## src/rtl/core/clle_pkg.sv

```systemverilog
// ----------------------------------------------------------------------------
// clle_pkg
// Shared constants, codes and interface types of the cursor linked list engine.
// ----------------------------------------------------------------------------
package clle_pkg;

  // Pool geometry.
  localparam int NODES  = 16;
  localparam int LISTS  = 4;
  localparam int NODE_W = $clog2(NODES);
  localparam int LIST_W = $clog2(LISTS);
  localparam int STEP_W = $clog2(NODES + 1);

  // Field widths fixed by the transaction format.
  localparam int PTR_W = 5;
  localparam int VAL_W = 8;
  localparam int CMD_W = 3;
  localparam int LID_W = 2;
  localparam int ST_W  = 2;

  typedef logic [PTR_W-1:0] ptr_t;
  typedef logic [CMD_W-1:0] cmd_t;
  typedef logic [ST_W-1:0]  stat_t;

  // A link that points nowhere (signed -1).
  localparam ptr_t NIL = '1;

  // Command codes.
  localparam cmd_t CMD_INS_FIRST  = 3'd0;
  localparam cmd_t CMD_INS_SORTED = 3'd1;
  localparam cmd_t CMD_INS_LAST   = 3'd2;
  localparam cmd_t CMD_DEL_FIRST  = 3'd3;
  localparam cmd_t CMD_DEL_ALL    = 3'd4;
  localparam cmd_t CMD_CLEAR      = 3'd5;
  localparam cmd_t CMD_REINIT     = 3'd6;

  // Result status codes.
  localparam stat_t ST_OK      = 2'd0;
  localparam stat_t ST_FULL    = 2'd1;
  localparam stat_t ST_NOMATCH = 2'd2;

  // Strobes from the controller to the datapath.
  typedef struct packed {
    logic latch;       // capture a new command and reset the walk
    logic reinit;      // return pool and heads to their reset values
    logic alloc_rd;    // read the link of the free list head
    logic alloc_ev;    // pop the free list head
    logic rd_cur;      // read the node under the cursor
    logic adv;         // step the cursor past a node that stays
    logic ins_link;    // write value and link of the new node
    logic ins_set;     // hook the new node behind its predecessor
    logic del_unlink;  // bridge the predecessor over the cursor node
    logic del_free;    // push the cursor node on the free list
    logic del_end;     // close a delete walk
    logic finish;      // load the result register
  } ctl_t;

  // Status from the datapath to the controller.
  typedef struct packed {
    cmd_t cmd;       // command being executed
    logic free_ok;   // free list is not empty
    logic walk_ok;   // cursor is on a node and the walk bound is not reached
    logic ge;        // cursor node value is not less than the element
    logic del_hit;   // cursor node is to be removed
    logic out_free;  // result register can take a new result
  } sts_t;

  // True when a link names a node of the pool.
  function automatic logic ptr_valid(input ptr_t p);
    return !p[PTR_W-1];
  endfunction

endpackage

```

## src/rtl/core/clle_ram.sv

```systemverilog
// ----------------------------------------------------------------------------
// clle_ram
// Generic single write port, single read port RAM with registered read data.
// ----------------------------------------------------------------------------
module clle_ram #(
  parameter int WIDTH = 8,
  parameter int DEPTH = 16
) (
  input  logic                     clk,
  input  logic                     we,
  input  logic [$clog2(DEPTH)-1:0] waddr,
  input  logic [WIDTH-1:0]         wdata,
  input  logic                     re,
  input  logic [$clog2(DEPTH)-1:0] raddr,
  output logic [WIDTH-1:0]         rdata
);

  logic [WIDTH-1:0] mem [DEPTH];

  // Write port.
  always_ff @(posedge clk) begin
    if (we) begin
      mem[waddr] <= wdata;
    end
  end

  // Registered read port.
  always_ff @(posedge clk) begin
    if (re) begin
      rdata <= mem[raddr];
    end
  end

endmodule

```

## src/rtl/core/clle_dp.sv

```systemverilog
// ----------------------------------------------------------------------------
// clle_dp
// Datapath: node memories, free list and list heads, walk cursor and the
// result register.
// ----------------------------------------------------------------------------
module clle_dp (
  input  logic                          clk,
  input  logic                          rst_n,
  input  clle_pkg::ctl_t                ctl,
  input  clle_pkg::cmd_t                in_cmd,
  input  logic [clle_pkg::LID_W-1:0]    in_list_id,
  input  logic signed [clle_pkg::VAL_W-1:0] in_elem,
  input  logic                          out_tready,
  output clle_pkg::sts_t                sts,
  output logic                          out_tvalid,
  output clle_pkg::stat_t               out_status,
  output clle_pkg::ptr_t                out_node_index
);

  localparam int NODES  = clle_pkg::NODES;
  localparam int LISTS  = clle_pkg::LISTS;
  localparam int NODE_W = clle_pkg::NODE_W;
  localparam int LIST_W = clle_pkg::LIST_W;
  localparam int STEP_W = clle_pkg::STEP_W;
  localparam int VAL_W  = clle_pkg::VAL_W;

  // Command context.
  clle_pkg::cmd_t            cmd_r, cmd_nxt;
  logic [LIST_W-1:0]         lst_r, lst_nxt;
  logic signed [VAL_W-1:0]   elem_r, elem_nxt;

  // Walk state.
  clle_pkg::ptr_t            cur_r, cur_nxt;
  clle_pkg::ptr_t            prev_r, prev_nxt;
  clle_pkg::ptr_t            n_r, n_nxt;
  clle_pkg::ptr_t            nx_r, nx_nxt;
  logic [STEP_W-1:0]         steps_r, steps_nxt;
  clle_pkg::ptr_t            idx_r, idx_nxt;
  clle_pkg::stat_t           stat_r, stat_nxt;

  // Pool state.
  clle_pkg::ptr_t            free_head_r, free_head_nxt;
  clle_pkg::ptr_t            head_r [LISTS];
  clle_pkg::ptr_t            head_nxt [LISTS];
  logic [NODES-1:0]          vld_r, vld_nxt;

  // Result register.
  logic                      out_valid_r, out_valid_nxt;
  clle_pkg::stat_t           out_status_r;
  clle_pkg::ptr_t            out_idx_r;

  // Memory ports.
  logic                      link_we, val_we, mem_re;
  logic [NODE_W-1:0]         link_waddr, val_waddr, mem_raddr;
  clle_pkg::ptr_t            link_wdata;
  clle_pkg::ptr_t            link_ram_q;
  logic [VAL_W-1:0]          val_ram_q;
  logic signed [VAL_W-1:0]   val_q;
  logic [NODE_W-1:0]         rd_addr_r;
  clle_pkg::ptr_t            link_q;
  logic                      in_is_ins;

  clle_ram #(.WIDTH(clle_pkg::PTR_W), .DEPTH(NODES)) u_link_ram (
    .clk   (clk),
    .we    (link_we),
    .waddr (link_waddr),
    .wdata (link_wdata),
    .re    (mem_re),
    .raddr (mem_raddr),
    .rdata (link_ram_q)
  );

  clle_ram #(.WIDTH(VAL_W), .DEPTH(NODES)) u_val_ram (
    .clk   (clk),
    .we    (val_we),
    .waddr (val_waddr),
    .wdata (elem_r),
    .re    (mem_re),
    .raddr (mem_raddr),
    .rdata (val_ram_q)
  );

  assign val_q = val_ram_q;

  // A link entry never written since reset or reinit reads as its index minus one.
  assign link_q = vld_r[rd_addr_r] ? link_ram_q
                                   : clle_pkg::ptr_t'({1'b0, rd_addr_r}) - clle_pkg::ptr_t'(1);

  // Read address: the free list head while allocating, else the cursor.
  assign mem_re    = ctl.alloc_rd | ctl.rd_cur;
  assign mem_raddr = ctl.alloc_rd ? free_head_r[NODE_W-1:0] : cur_r[NODE_W-1:0];

  always_ff @(posedge clk) begin
    if (mem_re) begin
      rd_addr_r <= mem_raddr;
    end
  end

  // Link memory write port, one link update per cycle.
  always_comb begin
    link_we    = 1'b0;
    link_waddr = n_r[NODE_W-1:0];
    link_wdata = clle_pkg::ptr_valid(cur_r) ? cur_r : clle_pkg::NIL;
    if (ctl.ins_link) begin
      link_we = 1'b1;
    end else if (ctl.ins_set && clle_pkg::ptr_valid(prev_r)) begin
      link_we    = 1'b1;
      link_waddr = prev_r[NODE_W-1:0];
      link_wdata = n_r;
    end else if (ctl.del_unlink && clle_pkg::ptr_valid(prev_r)) begin
      link_we    = 1'b1;
      link_waddr = prev_r[NODE_W-1:0];
      link_wdata = link_q;
    end else if (ctl.del_free) begin
      link_we    = 1'b1;
      link_waddr = cur_r[NODE_W-1:0];
      link_wdata = free_head_r;
    end
  end

  // Value memory is written only when a node is allocated.
  assign val_we    = ctl.ins_link;
  assign val_waddr = n_r[NODE_W-1:0];

  assign in_is_ins = (in_cmd == clle_pkg::CMD_INS_FIRST) ||
                     (in_cmd == clle_pkg::CMD_INS_SORTED) ||
                     (in_cmd == clle_pkg::CMD_INS_LAST);

  // Next-state logic of the walk, pool and result registers.
  always_comb begin
    cmd_nxt       = cmd_r;
    lst_nxt       = lst_r;
    elem_nxt      = elem_r;
    cur_nxt       = cur_r;
    prev_nxt      = prev_r;
    n_nxt         = n_r;
    nx_nxt        = nx_r;
    steps_nxt     = steps_r;
    idx_nxt       = idx_r;
    stat_nxt      = stat_r;
    free_head_nxt = free_head_r;
    head_nxt      = head_r;
    vld_nxt       = vld_r;
    out_valid_nxt = out_valid_r;

    if (ctl.latch) begin
      cmd_nxt   = in_cmd;
      lst_nxt   = in_list_id[LIST_W-1:0];
      elem_nxt  = in_elem;
      cur_nxt   = head_r[in_list_id[LIST_W-1:0]];
      prev_nxt  = clle_pkg::NIL;
      steps_nxt = '0;
      idx_nxt   = clle_pkg::NIL;
      stat_nxt  = (in_is_ins && !clle_pkg::ptr_valid(free_head_r)) ? clle_pkg::ST_FULL
                                                                   : clle_pkg::ST_OK;
    end

    if (ctl.alloc_ev) begin
      n_nxt         = free_head_r;
      free_head_nxt = link_q;
      idx_nxt       = free_head_r;
    end

    if (ctl.rd_cur) begin
      steps_nxt = steps_r + STEP_W'(1);
    end

    if (ctl.adv) begin
      prev_nxt = cur_r;
      cur_nxt  = link_q;
    end

    if (ctl.ins_set && !clle_pkg::ptr_valid(prev_r)) begin
      head_nxt[lst_r] = n_r;
    end

    if (ctl.del_unlink) begin
      nx_nxt = link_q;
      if (!clle_pkg::ptr_valid(prev_r)) begin
        head_nxt[lst_r] = link_q;
      end
    end

    if (ctl.del_free) begin
      free_head_nxt = cur_r;
      cur_nxt       = nx_r;
      if (idx_r == clle_pkg::NIL) begin
        idx_nxt = cur_r;
      end
    end

    if (ctl.del_end && idx_r == clle_pkg::NIL && cmd_r != clle_pkg::CMD_CLEAR) begin
      stat_nxt = clle_pkg::ST_NOMATCH;
    end

    // Mark link entries once written.
    if (link_we) begin
      vld_nxt[link_waddr] = 1'b1;
    end

    if (ctl.reinit) begin
      free_head_nxt = clle_pkg::ptr_t'(NODES - 1);
      for (int i = 0; i < LISTS; i++) begin
        head_nxt[i] = clle_pkg::NIL;
      end
      vld_nxt = '0;
    end

    // Result register handshake.
    if (ctl.finish) begin
      out_valid_nxt = 1'b1;
    end else if (out_tready) begin
      out_valid_nxt = 1'b0;
    end
  end

  // Control and pool state with reset.
  always_ff @(posedge clk) begin
    if (!rst_n) begin
      free_head_r <= clle_pkg::ptr_t'(NODES - 1);
      for (int i = 0; i < LISTS; i++) begin
        head_r[i] <= clle_pkg::NIL;
      end
      vld_r       <= '0;
      out_valid_r <= 1'b0;
    end else begin
      free_head_r <= free_head_nxt;
      head_r      <= head_nxt;
      vld_r       <= vld_nxt;
      out_valid_r <= out_valid_nxt;
    end
  end

  // Walk and payload registers.
  always_ff @(posedge clk) begin
    cmd_r   <= cmd_nxt;
    lst_r   <= lst_nxt;
    elem_r  <= elem_nxt;
    cur_r   <= cur_nxt;
    prev_r  <= prev_nxt;
    n_r     <= n_nxt;
    nx_r    <= nx_nxt;
    steps_r <= steps_nxt;
    idx_r   <= idx_nxt;
    stat_r  <= stat_nxt;
    if (ctl.finish) begin
      out_status_r <= stat_r;
      out_idx_r    <= idx_r;
    end
  end

  // Status toward the controller.
  always_comb begin
    sts.cmd      = cmd_r;
    sts.free_ok  = clle_pkg::ptr_valid(free_head_r);
    sts.walk_ok  = clle_pkg::ptr_valid(cur_r) && (steps_r < STEP_W'(NODES));
    sts.ge       = (val_q >= elem_r);
    sts.del_hit  = (cmd_r == clle_pkg::CMD_CLEAR) || (val_q == elem_r);
    sts.out_free = !out_valid_r || out_tready;
  end

  assign out_tvalid     = out_valid_r;
  assign out_status     = out_status_r;
  assign out_node_index = out_idx_r;

endmodule

```

## src/rtl/core/clle_ctrl.sv

```systemverilog
// ----------------------------------------------------------------------------
// clle_ctrl
// Controller: sequences allocation, list walks, link updates and the result
// for one command at a time.
// ----------------------------------------------------------------------------
module clle_ctrl (
  input  logic           clk,
  input  logic           rst_n,
  input  logic           in_tvalid,
  input  clle_pkg::cmd_t in_cmd,
  input  clle_pkg::sts_t sts,
  output logic           in_tready,
  output clle_pkg::ctl_t ctl
);

  localparam logic [3:0] S_IDLE     = 4'd0;
  localparam logic [3:0] S_ALLOC_RD = 4'd1;
  localparam logic [3:0] S_ALLOC_EV = 4'd2;
  localparam logic [3:0] S_WALK_RD  = 4'd3;
  localparam logic [3:0] S_WALK_EV  = 4'd4;
  localparam logic [3:0] S_INS_LINK = 4'd5;
  localparam logic [3:0] S_INS_SET  = 4'd6;
  localparam logic [3:0] S_DEL_RD   = 4'd7;
  localparam logic [3:0] S_DEL_EV   = 4'd8;
  localparam logic [3:0] S_DEL_FREE = 4'd9;
  localparam logic [3:0] S_DONE     = 4'd10;

  logic [3:0] state_r, state_nxt;
  logic       accept;

  assign in_tready = (state_r == S_IDLE);
  assign accept    = in_tvalid && in_tready;

  // State transitions and datapath strobes.
  always_comb begin
    state_nxt = state_r;
    ctl       = '0;
    unique case (state_r)
      S_IDLE: begin
        if (accept) begin
          ctl.latch = 1'b1;
          unique case (in_cmd) inside
            clle_pkg::CMD_INS_FIRST, clle_pkg::CMD_INS_SORTED,
            clle_pkg::CMD_INS_LAST: begin
              state_nxt = sts.free_ok ? S_ALLOC_RD : S_DONE;
            end
            clle_pkg::CMD_DEL_FIRST, clle_pkg::CMD_DEL_ALL,
            clle_pkg::CMD_CLEAR: begin
              state_nxt = S_DEL_RD;
            end
            clle_pkg::CMD_REINIT: begin
              ctl.reinit = 1'b1;
              state_nxt  = S_DONE;
            end
            default: begin
              state_nxt = S_DONE;
            end
          endcase
        end
      end
      S_ALLOC_RD: begin
        ctl.alloc_rd = 1'b1;
        state_nxt    = S_ALLOC_EV;
      end
      S_ALLOC_EV: begin
        ctl.alloc_ev = 1'b1;
        state_nxt    = (sts.cmd == clle_pkg::CMD_INS_FIRST) ? S_INS_LINK : S_WALK_RD;
      end
      S_WALK_RD: begin
        if (sts.walk_ok) begin
          ctl.rd_cur = 1'b1;
          state_nxt  = S_WALK_EV;
        end else begin
          state_nxt = S_INS_LINK;
        end
      end
      S_WALK_EV: begin
        if (sts.cmd == clle_pkg::CMD_INS_SORTED && sts.ge) begin
          state_nxt = S_INS_LINK;
        end else begin
          ctl.adv   = 1'b1;
          state_nxt = S_WALK_RD;
        end
      end
      S_INS_LINK: begin
        ctl.ins_link = 1'b1;
        state_nxt    = S_INS_SET;
      end
      S_INS_SET: begin
        ctl.ins_set = 1'b1;
        state_nxt   = S_DONE;
      end
      S_DEL_RD: begin
        if (sts.walk_ok) begin
          ctl.rd_cur = 1'b1;
          state_nxt  = S_DEL_EV;
        end else begin
          ctl.del_end = 1'b1;
          state_nxt   = S_DONE;
        end
      end
      S_DEL_EV: begin
        if (sts.del_hit) begin
          ctl.del_unlink = 1'b1;
          state_nxt      = S_DEL_FREE;
        end else begin
          ctl.adv   = 1'b1;
          state_nxt = S_DEL_RD;
        end
      end
      S_DEL_FREE: begin
        ctl.del_free = 1'b1;
        state_nxt    = (sts.cmd == clle_pkg::CMD_DEL_FIRST) ? S_DONE : S_DEL_RD;
      end
      S_DONE: begin
        if (sts.out_free) begin
          ctl.finish = 1'b1;
          state_nxt  = S_IDLE;
        end
      end
      default: begin
        state_nxt = S_IDLE;
      end
    endcase
  end

  always_ff @(posedge clk) begin
    if (!rst_n) begin
      state_r <= S_IDLE;
    end else begin
      state_r <= state_nxt;
    end
  end

endmodule

```

## src/rtl/core/cursor_linked_list_engine_core.sv

```systemverilog
// ----------------------------------------------------------------------------
// cursor_linked_list_engine_core
// Pool of 16 linked nodes shared by 4 lists, with a free list through the
// unused nodes; one command in, one status and node index out.
// ----------------------------------------------------------------------------
// The engine takes one command at a time and returns exactly one result per
// command. Insert at front reads the free list head, pops it, writes the new
// node and hooks it in before the result; reinit, unused codes and an insert
// into a full pool go straight to the result. Sorted and tail inserts walk
// the list node by node (address, then registered read data of the node
// memories); a list holds at most NODES-1 nodes while a node is still free.
// Deletes walk kept nodes the same way; a removed node also needs a free
// step, since the single link memory write port must bridge the predecessor
// and push the freed node in separate steps. Reset and reinit need no
// clearing pass, since link entries carry written flags. A new command is
// taken as soon as the previous result sits in the output register.
// ----------------------------------------------------------------------------
module cursor_linked_list_engine_core (
  input  logic        clk,
  input  logic        rst_n,
  // Command channel.
  input  logic        in_tvalid,
  output logic        in_tready,
  input  logic [15:0] in_tdata,   // [2:0] cmd, [4:3] list_id, [12:5] elem, [15:13] zero
  // Result channel.
  output logic        out_tvalid,
  input  logic        out_tready,
  output logic [7:0]  out_tdata   // [1:0] status, [6:2] node_index, [7] zero
);

  clle_pkg::ctl_t  ctl;
  clle_pkg::sts_t  sts;
  clle_pkg::stat_t out_status;
  clle_pkg::ptr_t  out_node_index;

  clle_ctrl u_ctrl (
    .clk       (clk),
    .rst_n     (rst_n),
    .in_tvalid (in_tvalid),
    .in_cmd    (in_tdata[2:0]),
    .sts       (sts),
    .in_tready (in_tready),
    .ctl       (ctl)
  );

  clle_dp u_dp (
    .clk            (clk),
    .rst_n          (rst_n),
    .ctl            (ctl),
    .in_cmd         (in_tdata[2:0]),
    .in_list_id     (in_tdata[4:3]),
    .in_elem        (in_tdata[12:5]),
    .out_tready     (out_tready),
    .sts            (sts),
    .out_tvalid     (out_tvalid),
    .out_status     (out_status),
    .out_node_index (out_node_index)
  );

  assign out_tdata = {1'b0, out_node_index, out_status};

  // One command at a time: after an accepted transaction the input side closes.
  a_single_cmd: assert property (@(posedge clk) disable iff (!rst_n)
    (in_tvalid && in_tready) |=> !in_tready)
    else $error("command accepted while another is in progress");

  // List walk reads of the node memories happen only under a cursor that points at a node.
  a_walk_in_pool: assert property (@(posedge clk) disable iff (!rst_n)
    ctl.rd_cur |-> sts.walk_ok)
    else $error("list walk read outside the pool or past the walk bound");

  // A full pool never reports an allocated node.
  a_full_no_node: assert property (@(posedge clk) disable iff (!rst_n)
    (out_tvalid && out_status == clle_pkg::ST_FULL) |-> (out_node_index == clle_pkg::NIL))
    else $error("pool full result carries a node index");

endmodule

```

## config.mk

```make
export PLATFORM = sky130hd
export DESIGN_NAME = cursor_linked_list_engine_core
export DESIGN_NICKNAME = d
export VERILOG_FILES = /design/src/rtl/core/clle_pkg.sv /design/src/rtl/core/clle_ram.sv /design/src/rtl/core/clle_dp.sv /design/src/rtl/core/clle_ctrl.sv /design/src/rtl/core/cursor_linked_list_engine_core.sv
export SDC_FILE = /design/constraint.sdc
export NUM_CORES = 1
export LEC_CHECK = 0
export ABC_CLOCK_PERIOD_IN_PS = 4800
export BUFFER_PORTS_ARGS = -buffer_cell sky130_fd_sc_hd__buf_2
export CELL_PAD_IN_SITES_DETAIL_PLACEMENT = 0
export CELL_PAD_IN_SITES_GLOBAL_PLACEMENT = 1
export CORE_MARGIN = 5
export CORE_UTILIZATION = 55
export CTS_BUF_LIST = sky130_fd_sc_hd__clkbuf_4 sky130_fd_sc_hd__clkbuf_8
export DETAILED_ROUTE_END_ITERATION = 7
export GPL_TIMING_DRIVEN = 0
export PLACE_DENSITY_LB_ADDON = 0.12
export SYNTH_ARGS = -nofsm -noshare
export SYNTH_HDL_FRONTEND = slang
export SYNTH_HIERARCHICAL = 1
export SYNTH_SLANG_ARGS = --single-unit
```

## constraint.sdc

```tcl
create_clock -name clk -period 4.8 [get_ports clk]
set_clock_uncertainty 0.05 [all_clocks]
set_input_delay 0 -clock clk [delete_from_list [all_inputs] [get_ports clk]]
set_output_delay 0 -clock clk [all_outputs]
set_load 0.01 [all_outputs]
```

# After elaboration in Yosys (flattened, before gate mapping)
# Memory sizes are Yosys's and may differ from the RTL's. A register that Yosys moved wholly into a read port is not among the register bits.
# Cells that the tools add are included.
[totals]
ff_bits = 102
mem_bits_rw = 208
in_bits = 20
out_inout_bits = 10
word_cells = 172
n_memories = 2
[memory_table]
columns = ["name", "depth", "word_bits", "read_ports", "rd_clocked_by_memory_dff", "write_ports", "line_no", "source"]
rows = [
  ["u_dp.u_val_ram.mem", 16, 8, 1, 1, 1, "clle_ram.sv:18", "logic [WIDTH-1:0] mem [DEPTH];"],
  ["u_dp.u_link_ram.mem", 16, 5, 1, 1, 1, "clle_ram.sv:18", ""],
]
[op_classes]
addsub = 2
n_lt_le_gt_ge = 8
eq_ne = 24
muxes = 79
bitwise_logic = 5
n_reduce_logical = 31
[op_table]
columns = ["op", "count"]
rows = [
  ["5-bit 2-to-1 mux", 22],
  ["20-bit 2-to-1 mux", 3],
  ["4-bit case mux with 11 select lines", 1],
  ["20-bit bitwise mux", 2],
  ["4-bit 2-to-1 mux", 10],
  ["1-bit 2-to-1 mux", 30],
  ["4-bit by 3-bit == test with 1-bit output (second input constant)", 4],
  ["16-bit OR", 1],
  ["3-bit == test (second input constant)", 4],
  ["4-bit == test (second input constant)", 3],
  ["1-bit logical AND", 11],
  ["5-bit binary-select mux with 2-bit select", 1],
  ["5-bit demux with 2-bit select", 1],
  ["4-bit by 5-bit less-than comparator with 1-bit output (second input constant)", 2],
  ["3-bit by 2-bit == test with 1-bit output (second input constant)", 3],
  ["4-bit by 2-bit == test with 1-bit output (second input constant)", 2],
  ["8-bit == test", 1],
  ["8-bit >= comparator", 1],
  ["4-bit case mux with 2 select lines", 1],
  ["2-bit nonzero test", 4],
  ["3-bit by 1-bit == test with 1-bit output (second input constant)", 2],
  ["3-bit >= comparator (second input constant)", 2],
  ["3-bit zero test", 2],
  ["2-bit 2-to-1 mux", 3],
  ["23 further kinds", 33],
]

# Longest topological paths before layout
# Gate-level depths: netlist of run 1.
[depth]
word_depth = 13
depth_mapped = 14
depth_no_buf = 13

# Modules after synthesis
# Netlist of run 1, hierarchy kept.
[modules_own_cells]
columns = ["mod", "instances", "cells_each", "area_per_inst_um2", "seq_area_each_um2"]
rows = [
  ["clle_ram at u_dp.u_val_ram", 1, 229, 5227.5, 4083.9],
  ["clle_dp", 1, 437, 4739.5, 2452.4],
  ["clle_ram at u_dp.u_link_ram", 1, 155, 3263.1, 2552.4],
  ["clle_ctrl", 1, 83, 574.3, 80.1],
  ["cursor_linked_list_engine_core", 1, 2, 11.3, 0.0],
]

# Least setup slack after synthesis of run 1
# OpenSTA, ideal clock, no wires.
[synth_timing]
path_type = "register to register"
from = "reg u_dp.elem_r[7]"
to = "mem u_dp/u_link_ram/mem[0][0] (netlist name) (enable)"
setup_time_ns = 0.374
arrival_time_ns = 3.436
required_ns = 4.376
setup_slack_ns = 0.941
stages_incl_launch_ff = 12
path_buffers = 0
synth_period_minus_slack_ns = 3.859
path_cell_list = "edfxtp_1 -> inv_1 -> ha_1 -> nand4_1 -> o31ai_1 -> nand2_1 -> nor2_1 -> o21bai_2 -> mux2_2 -> o22a_1 -> or3b_2 -> nor3_1"
[synth_rtl]
columns = ["element", "line_no", "source"]
rows = [
  ["start, declared", "clle_dp.sv:30", "logic signed [VAL_W-1:0] elem_r, elem_nxt;"],
  ["start signal, assigned", "clle_dp.sv:238", "elem_r <= elem_nxt;"],
  ["end, declared", "clle_ram.sv:18", ""],
]

==> results of run 1 <==
==> registers in the layout (all words and copies together), names as in the netlist, 8 cells and up <==
register	cells
u_dp/u_val_ram/mem	128
u_dp/u_link_ram/mem	80
u_dp/head_r	20
u_dp/vld_r	16
u_dp/elem_r	8
u_dp/u_val_ram/rdata	8
==> metal layers <==
layer,vias up,part of all wire,routed length [µm],GRT usage
met5,-,0,0,0
met4,0,0.025,777,0.0794
met3,58,0.061,1910,0.0353
met2,294,0.50,15500,0.363
met1,4241,0.42,13000,0.303
li1,3794,-,-,-
==> timing repair <==
| item | CTS | global route |
|---|---|---|
| resized for setup | 4 | 6 |
| endpoints found under the hold margin | 19 | 0 |
| gates cloned | 0 | 0 |
| endpoints found under the setup margin | 94 | 75 |
| hold buffers | 18 | 0 |
| buffers inserted | 5 | 3 |
| pin swaps | 0 | 0 |
==> stage by stage <==
stage | hold WS (ns) | util | setup slack [ns]
global route | 0.0740 | 0.631 | 0.00421
CTS | 0.0673 | 0.630 | 0.121
global placement | 0.131 | 0.575 | -0.852
finish | 0.0993 | 0.631 | 0.319
detailed placement | 0.128 | 0.578 | -0.852
floorplan | 0.0489 | - | 0.941
==> final timing paths <==
kind	from	endpoint	cells after the start
worst max register to register	u_dp/elem_r[0]	u_dp/u_link_ram/mem[8][1]	11
worst max-delay path	u_dp/elem_r[0]	u_dp/u_link_ram/mem[8][1]	11
worst min-delay path	in_tdata[5]	u_dp/elem_r[0]	2
worst min register to register	u_dp/stat_r[0]	u_dp/out_status[0]	0
==> power groups by stage <==
stage               Clock, mW  Combinational, mW  Sequential (mW)
global route             2.53               2.00             3.58
global placement            0               1.66             3.68
floorplan                   0               1.24             3.59
CTS                      2.40               1.80             3.58
detailed placement          0               1.71             3.70
finish                   2.35               1.84             3.57
==> area by class of cell <==
class | count | area share
buffer | 42 | 0.0158
clock buffer | 76 | 0.0592
clock inverter | 19 | 0.00873
inverter | 27 | 0.00643
multi-input combinational | 514 | 0.276
sequential | 323 | 0.582
tap | 330 | 0.0262
timing repair buffer | 56 | 0.0256
==> cells by family (layout without fill, tap and decap cells) <==
group	Yosys count	in the layout	share of synthesized area
AOI/OAI and AO/OA	152	152	0.0749
other	1	1	0.000271
buffers and inverters	69	220	0.0254
DFF	323	323	0.664
adders and majority gates	10	10	0.00906
muxes	98	98	0.132
xor gates and xnor gates	5	5	0.00317
and+or+nand+nor	248	248	0.0915
==> cells in the final DEF, fill, tap and decap left out, types with 4 or more instances in the layout <==
cell type / instances
sky130_fd_sc_hd__edfxtp_1: 270
sky130_fd_sc_hd__clkbuf_8: 58
sky130_fd_sc_hd__nand2_1: 57
sky130_fd_sc_hd__nor2_1: 54
sky130_fd_sc_hd__dfxtp_1: 53
sky130_fd_sc_hd__a22oi_1: 50
sky130_fd_sc_hd__mux4_2: 47
sky130_fd_sc_hd__buf_2: 32
sky130_fd_sc_hd__o21ai_0: 32
sky130_fd_sc_hd__inv_1: 25
sky130_fd_sc_hd__mux2i_1: 25
sky130_fd_sc_hd__nor3_1: 24
sky130_fd_sc_hd__a21oi_1: 23
sky130_fd_sc_hd__nand3_1: 22
sky130_fd_sc_hd__nand2b_1: 21
sky130_fd_sc_hd__clkbuf_1: 19
sky130_fd_sc_hd__buf_4: 18
sky130_fd_sc_hd__clkbuf_4: 18
sky130_fd_sc_hd__dlygate4sd3_1: 18
sky130_fd_sc_hd__nor2b_1: 15
sky130_fd_sc_hd__mux4_1: 14
sky130_fd_sc_hd__clkinv_1: 11
sky130_fd_sc_hd__and2_1: 10
sky130_fd_sc_hd__mux2_2: 10
sky130_fd_sc_hd__ha_1: 10
sky130_fd_sc_hd__buf_6: 6
sky130_fd_sc_hd__or2_2: 6
sky130_fd_sc_hd__nand3b_1: 6
sky130_fd_sc_hd__o22ai_1: 6
sky130_fd_sc_hd__or3_1: 5
sky130_fd_sc_hd__o21a_1: 4
sky130_fd_sc_hd__a21oi_2: 4
sky130_fd_sc_hd__nor2_2: 4
==> flow_summary.rst, run 1 <==
.. list-table::
   :header-rows: 1

   * - Metric
     - Value
   * - Area taken by flip-flops and latches
     - 0.00917 mm²
   * - Post-Synthesis Cell Area
     - 0.0138 mm²
   * - First-pass GRT wire length
     - 48.3 mm
   * - DRC violations left
     - 0
   * - Post-placement cell count
     - 1,266
   * - CP arrival
     - 4.64 ns
   * - Multi-input combinational cell area
     - about 0.0044 mm²
   * - Number of flops mapped to enable cells by yosys
     - 270
   * - CP startpoint kind
     - flop
   * - DR WL/cell
     - 22.5 µm
   * - P_sw
     - ~2.3 mW
   * - CTS H-tree lvls
     - 2
   * - Data required, critical path
     - 4.96 ns
   * - Clock transition at the register clock pins on the worst setup and hold paths after CTS
     - 0.06 ns
   * - GR Util All Layers
     - 0.221
   * - Antenna fix cells
     - 0
   * - Largest net degree at the start of global routing
     - 18
   * - Syn Area/Cell
     - 15.2 µm²
   * - Core outline area
     - 0.0250 mm²
   * - Critical setup path kind
     - flop to flop
   * - Cell taking the most area after synthesis
     - sky130_fd_sc_hd__edfxtp_1
   * - Nets
     - 1,045
   * - Count of final hold-check violations
     - 0
   * - Global placement routability congestion
     - 0.878
   * - WL final
     - between 30 and 40 mm
   * - Number of warnings issued by yosys
     - 6
   * - Highest Clock Rate
     - 0.223 GHz
   * - Number of global-route vias before repair
     - just under 9,000
   * - Drt first pass iters
     - 5
   * - Most frequently used cell type in the post-synthesis netlist
     - sky130_fd_sc_hd__edfxtp_1
   * - Slew Limit Headroom
     - 0.0595
   * - Post-layout instance count excluding filler cells
     - 1,387
   * - Clock root buffer
     - sky130_fd_sc_hd__clkbuf_8
   * - Dominant delay contributor by cell family on the critical path
     - simple AND/OR/NAND/NOR gates
   * - Clock group share of total power
     - 0.303
   * - Post-route fraction of the period consumed by the critical path
     - 0.934
   * - Post-synthesis net count
     - about 940
   * - Largest cells by area after synthesis
     - sky130_fd_sc_hd__edfxtp_1, sky130_fd_sc_hd__dfxtp_1, sky130_fd_sc_hd__mux4_2
   * - CP max stage delay
     - 0.67 ns
   * - Switch share
     - 0.297
   * - Critical-path maximum fanout
     - 17
   * - Cell area after layout
     - 0.0158 mm²
   * - Clock tree from TritonCTS
     - yes
   * - Most common library cells after synthesis
     - sky130_fd_sc_hd__edfxtp_1, sky130_fd_sc_hd__nor2_1, sky130_fd_sc_hd__nand2_1
   * - Fraction of registers with async set or reset after synthesis
     - 0
   * - Antenna violations before repair
     - 0
   * - Maximum root-to-sink buffer count
     - 3
   * - Proportion of layout cells with a drive suffix above 1
     - 0.220
   * - Comb pwr share
     - 0.237
   * - Height of the die
     - roughly 170 µm
   * - Final setup violating endpoints
     - 0
   * - Proportion of synthesized chip area in sequential cells
     - 0.664
   * - Flop and latch count out of synthesis
     - 323
   * - Power share of the sequential group
     - 0.460
   * - Maximum resistive drop on vdd
     - 0.292 mV
   * - Routed via count
     - approximately 8,400
   * - Hold Path Class
     - primary input to flop
   * - Row Count
     - 58
   * - Remaining number of nets flagged by the antenna check after routing
     - 0
   * - Number of clock sinks seen by CTS
     - 323
   * - Yosys top cell area share
     - 0.587
   * - RSZ-0062 raised after global routing
     - no
   * - Pwr Density
     - approximately 490 mW/mm²
   * - Unique masters post-synth
     - approximately 70
   * - Minimum period implied by the final worst setup slack
     - about 4.5 ns
   * - Post-Syn Instances
     - 906
   * - Leakage dissipation
     - ~5.3 nW
   * - Initial Util
     - 0.553
   * - Overflow after GRT
     - 0
   * - PnR Total Power
     - 7.76 mW
   * - Max stage delay cell, worst path
     - sky130_fd_sc_hd__edfxtp_1
   * - Detailed Route Iter0 Violations
     - 689
   * - CP cell instances
     - ha_1 > nand4_1 > o31ai_2 > nand2_1 > nor2_4 > o21bai_2 > a21oi_2 > nor2_1 > a21oi_1 > nand3b_1 > nor3_1
   * - Type of destination of the critical path
     - flop
   * - Die outline area
     - approximately 0.028 mm²
   * - Placed instance area
     - 0.0144 mm²
   * - Dpl hpwl
     - roughly 21 mm
   * - Ports placed on the boundary
     - 30
   * - Register-to-register setup slack
     - 0.32 ns
   * - Average vias per placed instance
     - 6.05
   * - Filler cells
     - 1,856
   * - CTS buffer count
     - 51
   * - Clk_lat worst skew
     - approximately 0.59 ns
   * - Internal power
     - between 5 and 6 mW
   * - Max-cap violation count
     - 0
   * - Worst path bufs/invs
     - 0
   * - Worst-Margin Slew
     - 1.40 ns
   * - Aggregate negative setup slack
     - 0 ns
   * - Main flop type after synthesis
     - sky130_fd_sc_hd__edfxtp_1
   * - Max-slew violations
     - 0
   * - Status
     - completed
   * - Horiz. Die Dim
     - 168 µm
   * - Quantity of I/O buffers inserted on ports
     - 25
   * - Layout-stage area growth over the synthesis result
     - 14.1%
No activity file was read; power rests on OpenSTA's default activity.
==> run 2, diff against run 1 <==
Settings changed: CORE_MARGIN 5 to 2.
==> run 2 against run 1 <==
Combinational power about the same. Utilization down 0.062 points. Non-clock buffer count up 3. Register-to-register slack about the same. Worst setup slack better by 0.013 ns. Global-route usage up 1.9 points. Routed wire length down 1.1%. Sequential share of layout area up 0.23 points. Via count down 1.4%. Critical path depth unchanged. Fmax up 0.29%. Count of clock-buffer cells in the layout down 4. Critical endpoint is now u_dp/u_link_ram/mem[9][0].
==> flow_summary.rst, run 2 (synthesis gave the netlist of run 1 again) <==
.. list-table::
   :header-rows: 1

   * - Metric
     - Value
   * - CTS H-tree lvls
     - 2 (unchanged)
   * - Antenna fix cells
     - 0 (unchanged)
   * - Initial Util
     - 0.555 (+0.00161)
   * - Comb pwr share
     - 0.243 (+0.006)
   * - Remaining number of nets flagged by the antenna check after routing
     - 0 (unchanged)
   * - Clk_lat worst skew
     - 0.56 ns (-0.03 ns)
   * - Highest Clock Rate
     - 0.224 GHz (+0.29%)
   * - Worst setup slack after placement
     - -0.651 ns (+0.201 ns)
   * - CP arrival
     - 4.62 ns (-0.02 ns)
   * - Minimum period implied by the final worst setup slack
     - 4.47 ns (-0.0132 ns)
   * - Clock tree from TritonCTS
     - yes
   * - Number of clock sinks seen by CTS
     - 323 (unchanged)
   * - Crit. Startpoint
     - u_dp/elem_r[0]
   * - Quantity of I/O buffers inserted on ports
     - 25 (unchanged)
   * - Overflow after GRT
     - 0 (unchanged)
   * - Average vias per placed instance
     - 5.96 (-1.4%)
   * - Routed via count
     - 8,266 (-1.4%)
   * - Min setup slack post-route
     - 0.332 ns (+0.0132 ns)
   * - Proportion of layout cells with a drive suffix above 1
     - 0.223 (+0.00305)
   * - Maximum root-to-sink buffer count
     - 3 (unchanged)
   * - Register with the most flip-flops
     - u_dp/u_val_ram/mem
   * - Count of final hold-check violations
     - 0 (unchanged)
   * - Worst-Margin Slew
     - 1.42 ns (+0.0186 ns)
   * - Drt first pass iters
     - 5 (unchanged)
   * - Commonest non-fill, non-tap cell in the layout
     - sky130_fd_sc_hd__edfxtp_1
   * - GR Util All Layers
     - 0.240 (+0.0190)
   * - Core outline area
     - 0.0249 mm² (-0.29%)
   * - Clock root buffer
     - sky130_fd_sc_hd__clkbuf_8
   * - DRC violations left
     - 0 (unchanged)
   * - Critical setup path kind
     - flop to flop
   * - Pwr Density
     - 487 mW/mm² (-1.1%)
   * - Row Count
     - 58 (unchanged)
   * - WL final
     - 30.8 mm (-1.1%)
   * - Max-cap violation count
     - 0 (unchanged)
   * - Post-route fraction of the period consumed by the critical path
     - 0.931 (-0.00274)
   * - Largest net degree at the start of global routing
     - 18 (unchanged)
   * - P_sw
     - 2.27 mW (-1.5%)
   * - Global placement routability congestion
     - 0.866 (-1.3%)
   * - Post-layout instance count excluding filler cells
     - 1,386 (-0.072%)
   * - Flip-flop count of the largest register, all copies and words added
     - 128 (unchanged)
   * - Leading registers by flop count
     - u_dp/u_val_ram/mem (128), u_dp/u_link_ram/mem (80), u_dp/head_r (20)
   * - Maximum resistive drop on vdd
     - 0.252 mV (-14%)
   * - Leading cell types in the layout, fill and taps excluded
     - sky130_fd_sc_hd__edfxtp_1, sky130_fd_sc_hd__nand2_1, sky130_fd_sc_hd__nor2_1, sky130_fd_sc_hd__dfxtp_1, sky130_fd_sc_hd__clkbuf_8
   * - Internal power
     - 5.37 mW (-1.5%)
   * - Final setup violating endpoints
     - 0 (unchanged)
   * - Antenna violations before repair
     - 0 (unchanged)
   * - Critical-path maximum fanout
     - 17 (unchanged)
   * - RSZ-0062 raised after global routing
     - no
   * - Clock transition at the register clock pins on the worst setup and hold paths after CTS
     - 0.07 ns (about the same)
   * - Min-Delay Startpoint
     - out_tready
   * - Horiz. Die Dim
     - 162 µm (-3.6%)
   * - Ports placed on the boundary
     - 30 (unchanged)
   * - Max-slew violations
     - 0 (unchanged)
   * - Height of the die
     - 162 µm (-3.6%)
   * - Post-placement cell count
     - 1,266 (unchanged)
   * - RR Startpoint
     - u_dp/elem_r[0]
   * - CTS buffer count
     - 51 (unchanged)
   * - DR WL/cell
     - 22.2 µm (-1.1%)
   * - Status
     - completed
   * - Type of destination of the critical path
     - flop
   * - Data required, critical path
     - 4.95 ns (about the same)
   * - Leakage dissipation
     - 5.30 nW (-0.45%)
   * - Clock group share of total power
     - 0.290 (-0.013)
   * - Die outline area
     - 0.0264 mm² (-7.0%)
   * - Detailed Route Iter0 Violations
     - 768 (+11%)
   * - Switch share
     - 0.297 (about the same)
   * - Number of global-route vias before repair
     - 8,376 (-3.1%)
   * - Dpl hpwl
     - 21.2 mm (about the same)
   * - CP startpoint kind
     - flop
   * - First-pass GRT wire length
     - 47.3 mm (-2.1%)
   * - Power share of the sequential group
     - 0.468 (+0.008)
   * - Hold Path Class
     - primary input to flop
   * - Layout-stage area growth over the synthesis result
     - 13.6%
   * - Slew Limit Headroom
     - 0.0470 (-0.0125)
   * - Nets
     - 1,048 (+0.29%)
==> run 2: power groups by stage <==
stage          Clock, mW  Combinational [mW]  Sequential, mW
2_1_floorplan          0                1.24            3.59
3_3_place_gp           0                1.66            3.69
3_5_place_dp           0                1.72            3.70
4_1_cts             2.27                1.81            3.59
5_1_grt             2.40                2.01            3.59
6_report            2.21                1.85            3.57
==> run 2: worst max-delay path: stages (launching register included) <==
cell and delay (ns):
sky130_fd_sc_hd__edfxtp_1 0.67, sky130_fd_sc_hd__ha_1 0.41, sky130_fd_sc_hd__nand4_1 0.10, sky130_fd_sc_hd__o31ai_1 0.40
sky130_fd_sc_hd__nand2_1 0.16, sky130_fd_sc_hd__nor2_4 0.36, sky130_fd_sc_hd__o21bai_2 0.23, sky130_fd_sc_hd__a21oi_2 0.37
sky130_fd_sc_hd__o221ai_1 0.39, sky130_fd_sc_hd__inv_2 0.32, sky130_fd_sc_hd__nand2b_1 0.21, sky130_fd_sc_hd__nor2_1 0.42
==> run 2: final cells by class <==
type                       count  area (µm²)
inverter                      27         101
clock inverter                19         114
fill                        1817        9190
clock buffer                  72         866
multi-input combinational    514        4360
buffer                        42         249
sequential                   323        9170
timing repair buffer          59         425
tap                          330         413
==> run 2: worst paths after layout <==
| check | to | slack [ns] | depth (start not counted) |
|---|---|---|---|
| max | u_dp/u_link_ram/mem[9][0] | 0.33 | 11 |
| min | u_ctrl/state_r[3] | 0.07 | 6 |
| max reg2reg | u_dp/u_link_ram/mem[9][0] | 0.33 | 11 |
| min reg2reg | u_dp/out_status[1] | 0.39 | 0 |
==> run 2: layer usage <==
layer	track usage	vias up	wire [µm]
li1	-	3795	-
met1	0.317	4139	12700
met2	0.407	270	15500
met3	0.0448	62	1850
met4	0.0736	0	739
met5	0	-	0
==> run 2: per-stage QoR <==
step	cell area, µm²	utilization	hold slack [ns]	setup TNS [ns]	power (mW)
after floorplan	13800	-	0.0489	0	4.83
after detailed placement	14400	0.579	0.134	-45.12	5.42
final	15700	0.631	0.0660	0	7.64
after CTS	15600	0.628	0.0250	0	7.67
after global placement	14400	0.577	0.136	-83.40	5.35
after global routing	15700	0.631	0.0860	0	8.00
==> run 2: repair_timing <==
action | CTS | global route
setup buffers | 4 | 7
setup endpoints to repair | 96 | 80
endpoints found under the hold margin | 19 | 0
gates resized for setup | 4 | 9
cloned | 0 | 0
hold buffers | 18 | 0
==> run 3, diff against run 2 <==
Settings changed: RECOVER_POWER set to 100.
==> run 3 against run 2 <==
Routed wire length increased by 0.18%. Register-to-register slack about the same. Largest cell class unchanged. Highest routed layer unchanged. Die area unchanged. Sequential power about the same. Non-clock buffer count unchanged. First-iteration DRC count increased by 0.26%. Design area decreased by 0.96%. Clock power about the same. Utilization decreased by 0.60 points. Global-route usage unchanged. Via count increased by 0.85%. Flip-flop and latch count unchanged.
==> flow_summary.rst, run 3 (synthesis gave the netlist of run 1 again) <==
.. list-table::
   :header-rows: 1

   * - Metric
     - Value
   * - Status
     - completed
   * - Number of clock sinks seen by CTS
     - 323 (unchanged)
   * - CP max stage delay
     - 0.67 ns (about the same)
   * - Critical setup path kind
     - flop to flop
   * - Dominant delay contributor by cell family on the critical path
     - compound AO/OA/AOI/OAI gates
   * - Height of the die
     - 162 µm (unchanged)
   * - Antenna fix cells
     - 0 (unchanged)
   * - Cell area after layout
     - 0.0156 mm² (-0.96%)
   * - Endpoint of the lowest-slack register-to-register path
     - u_dp/u_link_ram/mem[1][0]
   * - Core outline area
     - 0.0249 mm² (unchanged)
   * - Proportion of layout cells with a drive suffix above 1
     - 0.174 (-0.0492)
   * - Layout-stage area growth over the synthesis result
     - 12.6%
   * - DR WL/cell
     - 22.3 µm (+0.18%)
   * - Pwr Density
     - 487 mW/mm² (+0.16%)
   * - Average vias per placed instance
     - 6.01 (+0.85%)
   * - R2r worst-path depth
     - 11 (unchanged)
   * - Flip-flop count of the largest register, all copies and words added
     - 128 (unchanged)
   * - Overflow after GRT
     - 0 (unchanged)
   * - Commonest non-fill, non-tap cell in the layout
     - sky130_fd_sc_hd__edfxtp_1
   * - Clock root buffer
     - sky130_fd_sc_hd__clkbuf_8
   * - Quantity of I/O buffers inserted on ports
     - 25 (unchanged)
   * - WL final
     - 30.9 mm (+0.18%)
   * - Count of final hold-check violations
     - 0 (unchanged)
   * - Worst-case hold slack
     - 0.0669 ns (+0.000819 ns)
   * - Placed instance area
     - 0.0144 mm² (unchanged)
   * - CTS buffer count
     - 51 (unchanged)
   * - Max-cap violation count
     - 0 (unchanged)
   * - Min-Delay Endpoint
     - u_ctrl/state_r[3]
   * - Type of destination of the critical path
     - flop
   * - First-pass GRT wire length
     - 47.3 mm (unchanged)
   * - Clock transition at the register clock pins on the worst setup and hold paths after CTS
     - 0.07 ns (about the same)
   * - Post-route fraction of the period consumed by the critical path
     - 0.929 (-0.00189)
   * - Cell depth of the worst hold path
     - 6 (unchanged)
   * - Worst path bufs/invs
     - 1 (unchanged)
   * - DRC violations left
     - 0 (unchanged)
   * - Horiz. Die Dim
     - 162 µm (unchanged)
   * - Slew Limit Headroom
     - 0.0296 (-0.0174)
   * - Antenna violations before repair
     - 0 (unchanged)
   * - Critical-path maximum fanout
     - 17 (unchanged)
   * - Min-Delay Startpoint
     - out_tready
   * - Maximum resistive drop on vdd
     - 0.252 mV (about the same)
   * - Leakage dissipation
     - 5.17 nW (-2.5%)
   * - CP cell instances
     - ha_1 > nand4_1 > o31ai_1 > nand2_1 > nor2_4 > o21bai_2 > a21oi_2 > o221ai_1 > inv_2 > nand2b_1 > nor2_1
   * - Dpl hpwl
     - 21.2 mm (unchanged)
   * - Die outline area
     - 0.0264 mm² (unchanged)
   * - GR Util All Layers
     - 0.240 (unchanged)
   * - Minimum period implied by the final worst setup slack
     - 4.46 ns (-0.00905 ns)
   * - Data required, critical path
     - 4.95 ns (about the same)
   * - Largest net degree at the start of global routing
     - 18 (unchanged)
   * - Number of global-route vias before repair
     - 8,376 (unchanged)
   * - Routed via count
     - 8,336 (+0.85%)
   * - Leading registers by flop count
     - u_dp/u_val_ram/mem (128), u_dp/u_link_ram/mem (80), u_dp/head_r (20)
   * - Area taken by flip-flops and latches
     - 0.00917 mm² (unchanged)
   * - Max stage delay cell, worst path
     - sky130_fd_sc_hd__edfxtp_1
   * - Register-to-register setup slack
     - 0.34 ns (about the same)
   * - Global placement routability congestion
     - 0.866 (unchanged)
   * - Highest Clock Rate
     - 0.224 GHz (+0.20%)
   * - Hold Path Class
     - primary input to flop
   * - Clk_lat worst skew
     - 0.57 ns (about the same)
   * - Crit. Startpoint
     - u_dp/elem_r[0]
   * - CTS H-tree lvls
     - 2 (unchanged)
   * - Max-slew violations
     - 0 (unchanged)
   * - Leading cell types in the layout, fill and taps excluded
     - sky130_fd_sc_hd__edfxtp_1, sky130_fd_sc_hd__nor2_1, sky130_fd_sc_hd__nand2_1, sky130_fd_sc_hd__dfxtp_1
   * - Multi-input combinational cell area
     - 0.00430 mm² (-1.5%)
   * - CP startpoint kind
     - flop
   * - Remaining number of nets flagged by the antenna check after routing
     - 0 (unchanged)
   * - Drt first pass iters
     - 5 (unchanged)
   * - Maximum root-to-sink buffer count
     - 3 (unchanged)
   * - Row Count
     - 58 (unchanged)
   * - Initial Util
     - 0.555 (unchanged)
   * - CP arrival
     - 4.60 ns (-0.02 ns)
   * - RR Startpoint
     - u_dp/elem_r[0]
   * - Nets
     - 1,048 (unchanged)
   * - Ports placed on the boundary
     - 30 (unchanged)
   * - Register with the most flip-flops
     - u_dp/u_val_ram/mem
   * - Clock tree from TritonCTS
     - yes
   * - RSZ-0062 raised after global routing
     - no
   * - Worst-Margin Slew
     - 1.46 ns (+0.0370 ns)
   * - Detailed Route Iter0 Violations
     - 770 (+0.26%)
   * - Final setup violating endpoints
     - 0 (unchanged)
   * - Filler cells
     - 1,858 (+2.3%)
-- run 3: worst max-delay path by stage --
stage / slack, ns / end / cells past startpoint
finish: 0.34 / u_dp/u_link_ram/mem[1][0] / 11
global route: 0.08 / u_dp/u_link_ram/mem[1][0] / 11
CTS: 0.01 / u_dp/u_link_ram/mem[1][4] / 12
detailed placement: -0.65 / u_dp/u_link_ram/mem[12][2] / 12
global placement: -0.86 / u_dp/u_link_ram/mem[8][0] / 10
floorplan: 0.94 / u_dp/u_link_ram/mem[0][0] / 11
-- run 3: area by class of cell --
type / count / area share
inverters: 27 / 0.00652
flip-flops and latches: 323 / 0.590
plain buffers: 42 / 0.0151
multi-input cells: 514 / 0.276
clock inverters: 19 / 0.00732
well taps: 330 / 0.0266
clock buffers: 72 / 0.0557
repair buffers: 59 / 0.0229
-- run 3: worst register-to-register path, cell delays in order (launching register included) --
cell and delay, ns:
sky130_fd_sc_hd__edfxtp_1 0.67, sky130_fd_sc_hd__ha_1 0.41, sky130_fd_sc_hd__nand4_1 0.10, sky130_fd_sc_hd__o31ai_1 0.39, sky130_fd_sc_hd__nand2_1 0.16, sky130_fd_sc_hd__nor2_4 0.36, sky130_fd_sc_hd__o21bai_2 0.24, sky130_fd_sc_hd__a21oi_2 0.37
sky130_fd_sc_hd__o221ai_1 0.39, sky130_fd_sc_hd__inv_2 0.32, sky130_fd_sc_hd__nand2b_1 0.18, sky130_fd_sc_hd__nor2_1 0.46
-- run 3: where the power goes --
part	internal (mW)	leakage [nW]	total, mW	switching, mW
Clock	1.21	0.524	2.22	1.00
Combinational	0.694	1.84	1.79	1.10
Sequential	3.42	2.81	3.57	0.158
-- run 3: stage by stage --
stage / util / total power [mW] / worst slack (ns) / TNS, ns / std cells
finish: 0.625 / 7.58 / 0.341 / 0 / 1386
global route: 0.625 / 7.94 / 0.0828 / 0 / 1386
CTS: 0.628 / 7.67 / 0.0133 / 0 / 1379
detailed placement: 0.579 / 5.42 / -0.651 / -45.12 / 1266
global placement: 0.577 / 5.35 / -0.859 / -83.40 / 1261
floorplan: - / 4.83 / 0.941 / 0 / 906
-- run 3: what timing repair did --
action,CTS,global route
gates resized for setup,4,9
buffers inserted,4,7
hold buffers,18,0
endpoints found under the setup margin,96,80
hold endpoints to repair,19,0
-- run 3: metal layers --
layer / track usage / part of all wire / vias to the layer above
met5: 0 / 0 / -
met1: 0.317 / 0.41 / 4192
met4: 0.0736 / 0.023 / 0
met2: 0.407 / 0.51 / 280
li1: - / - / 3800
met3: 0.0448 / 0.063 / 64
